## src/rtl/ercc_pkg.sv

```systemverilog
// Shared types, constants and codes for the encoder to relative CC block.
// No dependencies; every other file imports this package.
package ercc_pkg;

  localparam int NumEncoders = 4;
  localparam int EncIdxW     = 2;
  localparam int CountW      = 32;
  localparam int ResW        = 7;   // signed residual, magnitude below the divider
  localparam int RemW        = 6;   // unsigned remainder, at most MaxDiv - 1
  localparam int DivW        = 7;
  localparam int MaxDiv      = 64;
  localparam int ChunkMax    = 63;
  localparam int ChunkW      = 6;
  localparam int MaxMessages = 16;
  localparam int StepLimit   = ChunkMax * MaxMessages;
  localparam int StepW       = 10;
  localparam int CcW         = 7;
  localparam int RelW        = 7;
  localparam int ChanW       = 5;
  localparam int CfgIdxW     = 3;
  localparam int CfgDataW    = 7;
  localparam int DivIters    = CountW / 2;  // two quotient bits a cycle
  localparam int DivCntW     = 4;

  typedef enum logic [CfgIdxW-1:0] {
    CfgCountsPerStep = 3'd0,
    CfgMidiChannel   = 3'd1,
    CfgCcA           = 3'd2,
    CfgCcB           = 3'd3,
    CfgCcC           = 3'd4,
    CfgCcD           = 3'd5
  } cfg_reg_e;

  typedef enum logic [2:0] {
    StIdle,
    StCheck,
    StPrep,
    StDiv,
    StFinish,
    StEmit
  } state_e;

  typedef logic [NumEncoders-1:0][CcW-1:0] cc_bank_t;

  typedef struct packed {
    logic [DivW-1:0]  step_div;
    logic [ChanW-1:0] midi_channel;
    cc_bank_t         cc;
  } cfg_t;

  localparam logic [DivW-1:0]  CpsReset  = 7'd4;
  localparam logic [ChanW-1:0] ChanReset = 5'd1;
  localparam cc_bank_t         CcReset   = {7'd13, 7'd12, 7'd11, 7'd10};

  // controller to datapath
  typedef struct packed {
    logic load;      // capture the input beat
    logic check;     // compare with the previous reading, form the sum
    logic prep;      // take the magnitude, load the divider
    logic div_step;  // one radix-4 divide step
    logic finish;    // store residual, saturate step count
    logic pop;       // output beat taken
  } ctrl_cmd_t;

  // datapath to controller
  typedef struct packed {
    logic same_count;
    logic quot_zero;
    logic last_chunk;
  } dp_stat_t;

endpackage

```

## src/rtl/encoder_to_relative_cc_top.sv

```systemverilog
// Top level of the encoder to relative CC block: configuration registers,
// controller and datapath. Depends on ercc_pkg, ercc_cfg, ercc_ctrl, ercc_dpath.
//
// Takes absolute quadrature count readings for four encoders and turns them
// into relative MIDI control-change messages in two's complement style.
// Each reading is compared with that encoder's previous one; the wrapping
// 32-bit difference is added to a signed per-encoder residual and divided by
// the step divider register (0 behaves as 1, anything above 64 as 64),
// truncating towards zero, with the signed remainder kept as the new
// residual. The step count saturates at +/-1008 and leaves as up to 16
// output beats of at most 63 steps each: forward steps n as n, backward as
// 128 - n, with last_message set on the final beat of the reading. An
// unchanged reading or sub-step motion yields no output beat.
// Timing: one input beat is worked at a time. A reading is captured,
// compared and prepared, then passes through the radix-4 divider (two
// quotient bits a cycle over 32 bits) and is wrapped up before the first
// output beat; after that one output beat leaves per cycle when the sink
// does not stall. An unchanged reading is dropped after the compare.
// in_stall_o is high from the beat being taken until its last output beat
// leaves or the reading is dropped; configuration writes are taken at any
// time but belong in idle periods. Reset is asynchronous and active low and
// clears counts, residuals and registers to their defaults.
module encoder_to_relative_cc_top (
  input  logic                                clk_i,
  input  logic                                rst_ni,
  // configuration write port
  input  logic                                cfg_we_i,
  input  logic [ercc_pkg::CfgIdxW-1:0]        cfg_index_i,
  input  logic [ercc_pkg::CfgDataW-1:0]       cfg_wdata_i,
  // reading channel
  input  logic                                in_valid_i,
  output logic                                in_stall_o,
  input  logic [ercc_pkg::EncIdxW-1:0]        encoder_index_i,
  input  logic signed [ercc_pkg::CountW-1:0]  raw_count_i,
  // message channel
  output logic                                out_valid_o,
  input  logic                                out_stall_i,
  output logic [ercc_pkg::CcW-1:0]            controller_number_o,
  output logic [ercc_pkg::RelW-1:0]           relative_value_o,
  output logic [ercc_pkg::ChanW-1:0]          channel_out_o,
  output logic                                last_message_o
);
  import ercc_pkg::*;

  cfg_t      cfg;
  ctrl_cmd_t cmd;
  dp_stat_t  stat;

  ercc_cfg u_cfg (
    .clk_i       (clk_i),
    .rst_ni      (rst_ni),
    .cfg_we_i    (cfg_we_i),
    .cfg_index_i (cfg_index_i),
    .cfg_wdata_i (cfg_wdata_i),
    .cfg_o       (cfg)
  );

  // sequencing: one reading in flight, messages drained before next beat
  ercc_ctrl u_ctrl (
    .clk_i       (clk_i),
    .rst_ni      (rst_ni),
    .in_valid_i  (in_valid_i),
    .in_stall_o  (in_stall_o),
    .out_valid_o (out_valid_o),
    .out_stall_i (out_stall_i),
    .stat_i      (stat),
    .cmd_o       (cmd)
  );

  // payload held in datapath registers, stable while the sink stalls
  ercc_dpath u_dpath (
    .clk_i               (clk_i),
    .rst_ni              (rst_ni),
    .cmd_i               (cmd),
    .stat_o              (stat),
    .cfg_i               (cfg),
    .encoder_index_i     (encoder_index_i),
    .raw_count_i         (raw_count_i),
    .controller_number_o (controller_number_o),
    .relative_value_o    (relative_value_o),
    .channel_out_o       (channel_out_o),
    .last_message_o      (last_message_o)
  );

endmodule

```

## src/rtl/ercc_cfg.sv

```systemverilog
// Configuration register file of the encoder to relative CC block.
// Depends on ercc_pkg.
module ercc_cfg (
  input  logic                          clk_i,
  input  logic                          rst_ni,
  input  logic                          cfg_we_i,
  input  logic [ercc_pkg::CfgIdxW-1:0]  cfg_index_i,
  input  logic [ercc_pkg::CfgDataW-1:0] cfg_wdata_i,
  output ercc_pkg::cfg_t                cfg_o
);
  import ercc_pkg::*;

  cfg_t cfg_q, cfg_d;

  always_comb begin
    cfg_d = cfg_q;
    if (cfg_we_i) begin
      unique case (cfg_reg_e'(cfg_index_i))
        CfgCountsPerStep: cfg_d.step_div     = cfg_wdata_i;
        CfgMidiChannel:   cfg_d.midi_channel = cfg_wdata_i[ChanW-1:0];
        CfgCcA:           cfg_d.cc[0]        = cfg_wdata_i;
        CfgCcB:           cfg_d.cc[1]        = cfg_wdata_i;
        CfgCcC:           cfg_d.cc[2]        = cfg_wdata_i;
        CfgCcD:           cfg_d.cc[3]        = cfg_wdata_i;
        default:          cfg_d = cfg_q;  // unused index, dropped
      endcase
    end
  end

  always_ff @(posedge clk_i or negedge rst_ni) begin
    if (!rst_ni) begin
      cfg_q.step_div     <= CpsReset;
      cfg_q.midi_channel <= ChanReset;
      cfg_q.cc           <= CcReset;
    end else begin
      cfg_q <= cfg_d;
    end
  end

  assign cfg_o = cfg_q;

endmodule

```

## src/rtl/ercc_dpath.sv

```systemverilog
// Datapath: per-encoder count and residual store, radix-4 restoring divider
// and chunked message formation. Depends on ercc_pkg.
module ercc_dpath (
  input  logic                           clk_i,
  input  logic                           rst_ni,
  input  ercc_pkg::ctrl_cmd_t            cmd_i,
  output ercc_pkg::dp_stat_t             stat_o,
  input  ercc_pkg::cfg_t                 cfg_i,
  input  logic [ercc_pkg::EncIdxW-1:0]   encoder_index_i,
  input  logic signed [ercc_pkg::CountW-1:0] raw_count_i,
  output logic [ercc_pkg::CcW-1:0]       controller_number_o,
  output logic [ercc_pkg::RelW-1:0]      relative_value_o,
  output logic [ercc_pkg::ChanW-1:0]     channel_out_o,
  output logic                           last_message_o
);
  import ercc_pkg::*;

  logic [EncIdxW-1:0]  idx_q;
  logic [CountW-1:0]   raw_q;
  logic [CountW-1:0]   prev_q [NumEncoders];
  logic [ResW-1:0]     res_q  [NumEncoders];
  logic [CountW:0]     accum_q, accum_d;
  logic                neg_q;
  logic [DivW-1:0]     div_q, div_d;
  logic [CountW-1:0]   dq_q;     // dividend in, quotient out
  logic [RemW-1:0]     rem_q;
  logic [StepW-1:0]    steps_q, steps_d;

  logic [CountW-1:0]   prev_cur, diff, mag;
  logic [ResW-1:0]     res_cur, res_d;
  logic [CountW:0]     accum_neg;
  logic [DivW-1:0]     t1, t2, r1, r2;
  logic                ge1, ge2;
  logic [ChunkW-1:0]   chunk;
  logic [RelW-1:0]     chunk_ext;

  assign prev_cur = prev_q[idx_q];
  assign res_cur  = res_q[idx_q];
  assign diff     = raw_q - prev_cur;
  assign accum_d  = {{(CountW+1-ResW){res_cur[ResW-1]}}, res_cur} + {diff[CountW-1], diff};

  // |sum| is below 2^31 + 64, so 32 bits hold it
  assign accum_neg = (CountW+1)'(~accum_q + 1'b1);
  assign mag       = accum_q[CountW] ? accum_neg[CountW-1:0] : accum_q[CountW-1:0];

  always_comb begin
    if (cfg_i.step_div == '0) begin
      div_d = DivW'(1);
    end else if (cfg_i.step_div > DivW'(MaxDiv)) begin
      div_d = DivW'(MaxDiv);
    end else begin
      div_d = cfg_i.step_div;
    end
  end

  // two restoring steps; partial remainders stay below the divider
  assign t1  = {rem_q, dq_q[CountW-1]};
  assign ge1 = t1 >= div_q;
  assign r1  = ge1 ? t1 - div_q : t1;
  assign t2  = {r1[RemW-1:0], dq_q[CountW-2]};
  assign ge2 = t2 >= div_q;
  assign r2  = ge2 ? t2 - div_q : t2;

  assign res_d = neg_q ? ResW'(~{1'b0, rem_q} + 1'b1) : {1'b0, rem_q};

  always_comb begin
    if ((|dq_q[CountW-1:StepW]) || (dq_q[StepW-1:0] > StepW'(StepLimit))) begin
      steps_d = StepW'(StepLimit);
    end else begin
      steps_d = dq_q[StepW-1:0];
    end
  end

  assign stat_o.last_chunk = steps_q <= StepW'(ChunkMax);
  assign chunk     = stat_o.last_chunk ? steps_q[ChunkW-1:0] : ChunkW'(ChunkMax);
  assign chunk_ext = {1'b0, chunk};

  always_ff @(posedge clk_i or negedge rst_ni) begin
    if (!rst_ni) begin
      for (int i = 0; i < NumEncoders; i++) begin
        prev_q[i] <= '0;
        res_q[i]  <= '0;
      end
    end else begin
      if (cmd_i.check && !stat_o.same_count) begin
        prev_q[idx_q] <= raw_q;
      end
      if (cmd_i.finish) begin
        res_q[idx_q] <= res_d;
      end
    end
  end

  always_ff @(posedge clk_i) begin
    if (cmd_i.load) begin
      idx_q <= encoder_index_i;
      raw_q <= raw_count_i;
    end
    if (cmd_i.check) begin
      accum_q <= accum_d;
    end
    if (cmd_i.prep) begin
      neg_q <= accum_q[CountW];
      div_q <= div_d;
      dq_q  <= mag;
      rem_q <= '0;
    end else if (cmd_i.div_step) begin
      dq_q  <= {dq_q[CountW-3:0], ge1, ge2};
      rem_q <= r2[RemW-1:0];
    end
    if (cmd_i.finish) begin
      steps_q <= steps_d;
    end else if (cmd_i.pop) begin
      steps_q <= steps_q - StepW'(chunk);
    end
  end

  assign stat_o.same_count = raw_q == prev_cur;
  assign stat_o.quot_zero  = dq_q == '0;

  assign controller_number_o = cfg_i.cc[idx_q];
  assign relative_value_o    = neg_q ? RelW'(~chunk_ext + 1'b1) : chunk_ext;
  assign channel_out_o       = cfg_i.midi_channel;
  assign last_message_o      = stat_o.last_chunk;

endmodule

```

## src/rtl/ercc_ctrl.sv

```systemverilog
// Control state machine: sequences capture, divide and message output.
// Depends on ercc_pkg.
module ercc_ctrl (
  input  logic                clk_i,
  input  logic                rst_ni,
  input  logic                in_valid_i,
  output logic                in_stall_o,
  output logic                out_valid_o,
  input  logic                out_stall_i,
  input  ercc_pkg::dp_stat_t  stat_i,
  output ercc_pkg::ctrl_cmd_t cmd_o
);
  import ercc_pkg::*;

  state_e             state_q, state_d;
  logic [DivCntW-1:0] cnt_q, cnt_d;

  always_comb begin
    state_d = state_q;
    cnt_d   = cnt_q;
    unique case (state_q)
      StIdle: begin
        if (in_valid_i) state_d = StCheck;
      end
      StCheck: begin
        state_d = stat_i.same_count ? StIdle : StPrep;
      end
      StPrep: begin
        state_d = StDiv;
        cnt_d   = '0;
      end
      StDiv: begin
        cnt_d = cnt_q + 1'b1;
        if (cnt_q == DivCntW'(DivIters - 1)) state_d = StFinish;
      end
      StFinish: begin
        state_d = stat_i.quot_zero ? StIdle : StEmit;
      end
      StEmit: begin
        if (!out_stall_i && stat_i.last_chunk) state_d = StIdle;
      end
      default: state_d = StIdle;
    endcase
  end

  always_comb begin
    cmd_o          = '0;
    in_stall_o     = 1'b1;
    out_valid_o    = 1'b0;
    unique case (state_q)
      StIdle: begin
        in_stall_o = 1'b0;
        cmd_o.load = in_valid_i;
      end
      StCheck:  cmd_o.check    = 1'b1;
      StPrep:   cmd_o.prep     = 1'b1;
      StDiv:    cmd_o.div_step = 1'b1;
      StFinish: cmd_o.finish   = 1'b1;
      StEmit: begin
        out_valid_o = 1'b1;
        cmd_o.pop   = !out_stall_i;
      end
      default: in_stall_o = 1'b1;
    endcase
  end

  always_ff @(posedge clk_i or negedge rst_ni) begin
    if (!rst_ni) begin
      state_q <= StIdle;
      cnt_q   <= '0;
    end else begin
      state_q <= state_d;
      cnt_q   <= cnt_d;
    end
  end

endmodule
```

## config.mk

```make
export PLATFORM = sky130hd
export DESIGN_NAME = encoder_to_relative_cc_top
export DESIGN_NICKNAME = d
export VERILOG_FILES = /design/src/rtl/ercc_pkg.sv /design/src/rtl/encoder_to_relative_cc_top.sv /design/src/rtl/ercc_cfg.sv /design/src/rtl/ercc_dpath.sv /design/src/rtl/ercc_ctrl.sv
export SDC_FILE = /design/constraint.sdc
export NUM_CORES = 1
export LEC_CHECK = 0
export BUFFER_PORTS_ARGS = -buffer_cell sky130_fd_sc_hd__buf_4
export CAP_MARGIN = 15
export CORE_MARGIN = 1
export CORE_UTILIZATION = 65
export CTS_BUF_LIST = sky130_fd_sc_hd__clkbuf_8
export DETAILED_ROUTE_END_ITERATION = 8
export PLACE_DENSITY = 0.89
export REMOVE_ABC_BUFFERS = 1
export SLEW_MARGIN = 20
export SYNTH_ARGS = -nofsm -noshare
export SYNTH_HDL_FRONTEND = slang
export SYNTH_HIERARCHICAL = 1
export SYNTH_SLANG_ARGS = --single-unit
```

## constraint.sdc

```tcl
create_clock -name clk_i -period 6 [get_ports clk_i]
set_input_delay 1.2 -clock clk_i [delete_from_list [all_inputs] [get_ports clk_i]]
set_output_delay 1.2 -clock clk_i [all_outputs]
set_load 0.02 [all_outputs]
```

# ---- After elaboration in Yosys (flattened, before gate mapping)
# Cells that the tools add are included.
dict set report op_classes {
  muxes 41
  magnitude_cmp 8
  reduce_logical 22
  n_eq_ne 15
  n_addsub 9
  bitwise_logic 4
}
# operator n
set ops {}
lappend ops {{32-bit 2-to-1 mux} 6}
lappend ops {{128-bit bitwise mux} 1}
lappend ops {{32-bit binary-select mux with 2-bit select} 1}
lappend ops {{32-bit demux with 2-bit select} 1}
lappend ops {{7-bit 2-to-1 mux} 7}
lappend ops {{7-bit by 32-bit adder with 33-bit output} 1}
lappend ops {{32-bit by 1-bit adder with 32-bit output, second input constant} 1}
lappend ops {{32-bit equality test} 1}
lappend ops {{32-bit zero test} 1}
lappend ops {{32-bit inverter} 1}
lappend ops {{32-bit subtractor} 1}
lappend ops {{10-bit 2-to-1 mux} 3}
lappend ops {{7-bit binary-select mux with 2-bit select} 2}
lappend ops {{28-bit bitwise mux} 1}
lappend ops {{22-bit OR reduction} 1}
lappend ops {{6-bit 2-to-1 mux} 3}
lappend ops {{3-bit case mux with 6 select lines} 1}
lappend ops {{7-bit by 1-bit adder with 7-bit output, second input constant} 2}
lappend ops {{7-bit demux with 2-bit select} 1}
lappend ops {{7-bit greater-or-equal comparator} 2}
lappend ops {{6-bit inverter with 7-bit output} 2}
lappend ops {{3-bit by 2-bit equality test with 1-bit output, second input constant} 4}
lappend ops {{3-bit equality test, second input constant} 4}
lappend ops {{3-bit 2-to-1 mux} 4}
lappend ops {{26 further kinds} 47}
dict set report word_totals {
  word_cells 124
  ff_bits 326
  in_bits 49
}

# ---- Longest topological paths before layout
dict set report logic_depth {
  ltp_word 7
  depth_mapped 23
}

# ---- Cells and area by module
# Netlist, hierarchy kept.
# mod area_per_inst_um2 seq_area_each_um2 cells_each instances
set by_module_without_submodules {}
lappend by_module_without_submodules {ercc_dpath 16849.9 7537.2 1504 1}
lappend by_module_without_submodules {ercc_cfg 1561.5 1016.0 89 1}
lappend by_module_without_submodules {ercc_ctrl 422.9 175.2 48 1}

# ---- Worst setup path before layout
# No wires, ideal clock.
dict set report synth_timing {
  path_type {reg2reg}
  startpoint {register u_dpath.idx_q[1]}
  endpoint {register u_dpath.accum_q[31], data pin}
  required_ns 5.736
  path_stages_with_launch 23
  period_less_slack_ns 5.144
  arrival_ns 4.880
  setup_slack_ns 0.856
  setup_ns 0.264
  cell_sequence {edfxtp_1 -> buf_2 -> buf_1 -> clkbuf_1 -> mux4_2 -> ha_1 -> inv_1 -> fa_1 -> a21o_1 -> a21o_1 -> a31oi_1 -> o31ai_2 -> a31oi_1 -> o21ai_0 -> xor2_1 -> ha_1 -> clkbuf_1 -> nand4_1 -> or3_1 -> a211oi_1 -> nor3_1 -> a31oi_1 -> xor2_1}
}
dict set report synth_via {
  elab_chain_len 6
  elab_cells_between_ends 9
  cone_classes {2 x add/sub; 6 x mux; 1 x bitwise}
}
# element line
set synth_rtl {}
lappend synth_rtl {{from (decl)} ercc_dpath.sv:18} ;# logic [EncIdxW-1:0] idx_q;
lappend synth_rtl {{from (signal assigned)} ercc_dpath.sv:96} ;# idx_q <= encoder_index_i;
lappend synth_rtl {{2-bit inverter with 3-bit output (not written as such) (*)} {ercc_dpath.sv:37, ercc_dpath.sv:38}}
lappend synth_rtl {{32-bit binary-select mux with 2-bit select} ercc_dpath.sv:37} ;# assign prev_cur = prev_q[idx_q];
lappend synth_rtl {{32-bit 2-to-1 mux (not written as such) (2 in series)} ercc_dpath.sv:37}
lappend synth_rtl {{32-bit subtractor} ercc_dpath.sv:39} ;# assign diff = raw_q - prev_cur;
lappend synth_rtl {{7-bit by 32-bit adder with 33-bit output (*)} ercc_dpath.sv:40} ;# assign accum_d = {{(CountW+1-ResW){res_cur[ResW-1]}}, res_cur} + {diff[CountW-1], diff};
lappend synth_rtl {{via u_dpath.accum_d[31]} ercc_dpath.sv:22} ;# logic [CountW:0] accum_q, accum_d;
lappend synth_rtl {{to (signal assigned)} ercc_dpath.sv:100} ;# accum_q <= accum_d;
lappend synth_rtl {{to (decl)} ercc_dpath.sv:22}
# Mark *: on every way through the listed nets, which the timed path passes. The rest lies on a longest branch. The select of a mux whose other input is x is not followed.
# A chain may end at the register's enable or synchronous reset.

# ---- Final worst setup path
dict set report layout_timing {
  startpoint {register u_dpath.idx_q[1]}
  endpoint {register u_dpath.accum_q[30], data pin}
}
# The elaborated chain is that of the path after synthesis.

==> summary.txt <==
Critical path
  • Arrival time of the worst setup path: 5.95 ns
  • Startpoint of the worst-slack reg-to-reg timing path: u_dpath/idx_q[1]$_DFFE_PP_
  • Category of cells accounting for the largest share of critical-path delay: compound AO/OA/AOI/OAI gates
  • Register-to-register path setup slack: 0.36 ns
  • Worst path most repeated cell: sky130_fd_sc_hd__a21oi_1
  • Number of cells traversed by the worst register-to-register path: 18
  • Crit path buffers/inverters: 2
  • Slowest-stage cell, CP: sky130_fd_sc_hd__edfxtp_1
  • Data required time at the worst endpoint: 6.31 ns
  • Maximum fanout along the worst path: 24
  • Crit-path cells: buf_4, mux4_2, inv_1, ha_1, nand2_1, o21ai_0, o211ai_1, a21oi_1, a211o_1, xor2_1, ha_1, a21o_1, a21o_1, a21oi_1, o21ai_0, a21oi_1, mux2i_1, nor3_1
  • Crit path capture type: flop
  • Setup crit start kind: flop
  • Crit Path Category: flop to flop
  • Endpoint of the most critical register-to-register path: u_dpath/accum_q[30]$_DFFE_PP_
  • Worst setup startpoint: u_dpath/idx_q[1]$_DFFE_PP_
  • Depth of the critical timing path with buffers and inverters included: 18
  • Maximum single-stage delay on the critical path: between 0.6 and 0.7 ns

Power and ir drop
  • Power Density: 643.2 nW/um^2
  • Peak VDD IR: roughly 0.31 mV
  • Pleak: 8.827 nW

Synth
  • Top cells by area in the synthesized netlist: sky130_fd_sc_hd__dfrtp_1, sky130_fd_sc_hd__edfxtp_1, sky130_fd_sc_hd__mux2_2
  • Number of cells produced by synthesis: 1,641
  • Post-synthesis sequential area ratio: a little under half
  • Count of warnings emitted by yosys: 6
  • Fraction of post-synthesis cell area in the top cell type by area: between 20% and 30%
  • Post-synthesis cell type count: 91
  • Share of flip-flops with an asynchronous set or reset after synthesis: a little over 60%
  • Yosys reg bits: 326
  • Total standard cell area after synthesis: 18,830 um^2
  • Average size of a mapped cell: 11.48 um^2
  • Cell taking the most area after synthesis: sky130_fd_sc_hd__dfrtp_1
  • Number of flops mapped to enable cells by yosys: ~120
  • Leading register cell type out of synthesis: sky130_fd_sc_hd__dfrtp_1

STA
  • Final setup slack of the worst path: roughly 0.36 ns
  • Least-Margin Pin Slew: 1.032 ns
  • Clock Skews: 0.03821 ns
  • Fmax: around 0.18 GHz
  • Final sum of negative setup slack: 0 ns
  • Setup repair after global routing missed its margin: no
  • Final Max Slew Viols: 0
  • Post-route clock period utilization: between 90 and 100%
  • Number of endpoints failing setup at the final stage: 0
  • Worst slew slack as a fraction of its limit: 30.23%
  • Minimum clock period after layout: 5.637 ns
  • Number of endpoints with negative hold slack in the final report: 0

Clock network
  • Clock tree from TritonCTS: yes
  • Depth of the CTS H-tree: 2
  • Hold bufs inserted after CTS: 0
  • Number of instances resized during post-cts repair: 0
  • Total clock buffers created by CTS: between 50 and 60
  • Total number of clock tree sinks: 326
  • Buffer count from post-CTS setup fixing: 0
  • Clock root buffer master: sky130_fd_sc_hd__clkbuf_8
  • Insertion delay to the later sink of the worst-skew pair: 0.60 ns
  • Clock transition at path regs: roughly 0.06 ns
  • Number of buffers on the longest clock path: 3

Finish
  • Share of the core filled with cells: about three quarters
  • Post-route cell area: 20,720 um^2
  • Number of diodes added for antenna fixing: 0
  • Number of fillers in the final layout: 1,767
  • Commonest cells after routing, fill and taps aside: sky130_fd_sc_hd__dfrtp_1, sky130_fd_sc_hd__edfxtp_1, sky130_fd_sc_hd__a21oi_1
  • Net count of the finished layout: 1,842
  • Area grow syn2layout: 10.03%
  • Non-filler cells in the finished layout: 2,127
  • Ratio of cells with drive above 1 in the final layout: between 20% and 30%
  • Most common cell after layout, fill and taps aside: sky130_fd_sc_hd__dfrtp_1

Routing
  • Number of violations reported at the end of detailed-routing iteration 0: 1,262
  • Drt first pass iters: 5
  • Average vias per placed instance: 6.369
  • Total number of vias: 13.55k
  • Per-cell routed wire length: 20.11 um
  • Final Routed Wirelength: between 40 and 50 mm
  • Count of antenna-violating nets left after detailed routing: 0
  • Drt drc: 0

GRT
  • Via count of the first global-routing pass: 13.79k
  • Number of antenna violations at the first check in global routing: 0
  • GR Util All Layers: about 30%
  • Maximum number of pins on one net before global-route repair: approximately 140
  • First-pass GRT wire length: 68.57 mm
  • Total overflow reported by the global router: 0

Placed design
  • Global placer's final weighted congestion: roughly 0.94
  • Worst slack after detailed placement: 0.4304 ns
  • Number of port buffers: 70
  • Total half-perimeter wirelength after legalization and detailed placement: roughly 30 mm
  • Cells after DPL: 2,025
  • Post-DP Area: 19,610 um^2

Floorplanning
  • Die area: 29,660 um^2
  • Placeable core region: 28,160 um^2
  • Die outline height: between 150 and 200 um
  • IO Pins: 71
  • Std cell rows: 61
  • Initial cell density of the core: 66.88%
  • Width of the die: roughly 170 um

Run status
  • Run status: finished clean

Worst hold path
  • Hold Crit Endpoint: u_dpath/prev_q[32]$_DFFE_PN0P_
  • Startpoint of the lowest-slack hold path: u_dpath/prev_q[32]$_DFFE_PN0P_
  • Worst hold path depth: 2
  • Worst min-delay path category: flop to flop

Run
  • Max_cap viols: 0
-- logic make-up after synthesis --
kind of cell | share of synthesized area, %
flip-flops | 46.34
buffers and inverters | 3.820
AO/OA/AOI/OAI | 12.31
AND/OR/NAND/NOR | 10.42
multiplexers | 16.48
XOR/XNOR | 4.690
adder cells (fa/ha/maj) | 5.939
-- routing by layer --
metal	up-vias	wire length (um)	GRT usage [%]
met1	6692	18270	38.81
met3	106	2136	4.280
met2	525	21160	49.42
li1	6223	-	-
met5	-	0	0
met4	0	1204	12.08
-- stage by stage --
step	hold WS, ns	total power [mW]
2_1_floorplan	0.4446	9.495
3_3_place_gp	0.4581	10.95
3_5_place_dp	0.4684	11.25
4_1_cts	0.4820	13.21
5_1_grt	0.5117	14.24
6_report	0.4799	13.33
-- power breakdown --
group	switching, mW	internal (mW)	total, mW
combinational	4.07	3.13	7.20
clock	0.875	1.01	1.88
sequential	0.691	3.55	4.25
-- flip-flops by register name, indices dropped and copies added, names as in the netlist, 3 cells and up --
name / count
u_ctrl/state_q: 3
u_dpath/dq_q: 32
u_dpath/raw_q: 32
u_dpath/prev_q: 128
u_ctrl/cnt_q: 4
u_dpath/rem_q: 6
u_dpath/steps_q: 10
u_cfg/cfg_o: 40
u_dpath/res_q: 28
u_dpath/div_q: 7
u_dpath/accum_q: 33
-- worst min-delay path, stage by stage, from the launching register on --
cell and delay, ns:
sky130_fd_sc_hd__dfrtp_1 0.34, sky130_fd_sc_hd__nand2_1 0.04, sky130_fd_sc_hd__o21ai_0 0.06
-- how the worst max path moves through the flow --
| stage | end |
|---|---|
| 2_1_floorplan | u_dpath/accum_q[26]$_DFFE_PP_ |
| 3_3_place_gp | u_dpath/accum_q[30]$_DFFE_PP_ |
| 3_5_place_dp | u_dpath/accum_q[30]$_DFFE_PP_ |
| 4_1_cts | u_dpath/accum_q[30]$_DFFE_PP_ |
| 5_1_grt | u_dpath/accum_q[30]$_DFFE_PP_ |
| 6_report | u_dpath/accum_q[30]$_DFFE_PP_ |
-- Yosys cell counts, drive strengths merged, types with 8 or more instances --
library cell and count:
dfrtp 191, mux2 168, edfxtp 117, a21oi 110, nand2 100, nor2 96
o21ai 86, inv 84, ha 83, xor2 60, clkbuf 52, mux4 46
xnor2 40, buf 31, nand3 31, a21o 28, nor3 21, o31ai 20
nor2b 19, nand4 18, a31oi 16, nand2b 16, nor4 13, dfstp 12
o41ai 11, or4 11, or3 10, a211oi 9, and2 9, o21a 9
and3 8, o311ai 8
-- final cells by class --
class | instances | area [um^2] | share of cell area [%]
Sequential cell | 326 | 8728 | 42.12
Tap cell | 378 | 473.0 | 2.282
Clock buffer | 57 | 784.5 | 3.786
Clock inverter | 39 | 261.5 | 1.262
Inverter | 85 | 319.1 | 1.540
Timing Repair Buffer | 95 | 740.7 | 3.574
Multi-Input combinational cell | 1147 | 9417 | 45.44
(Power assumes the default switching activity.)
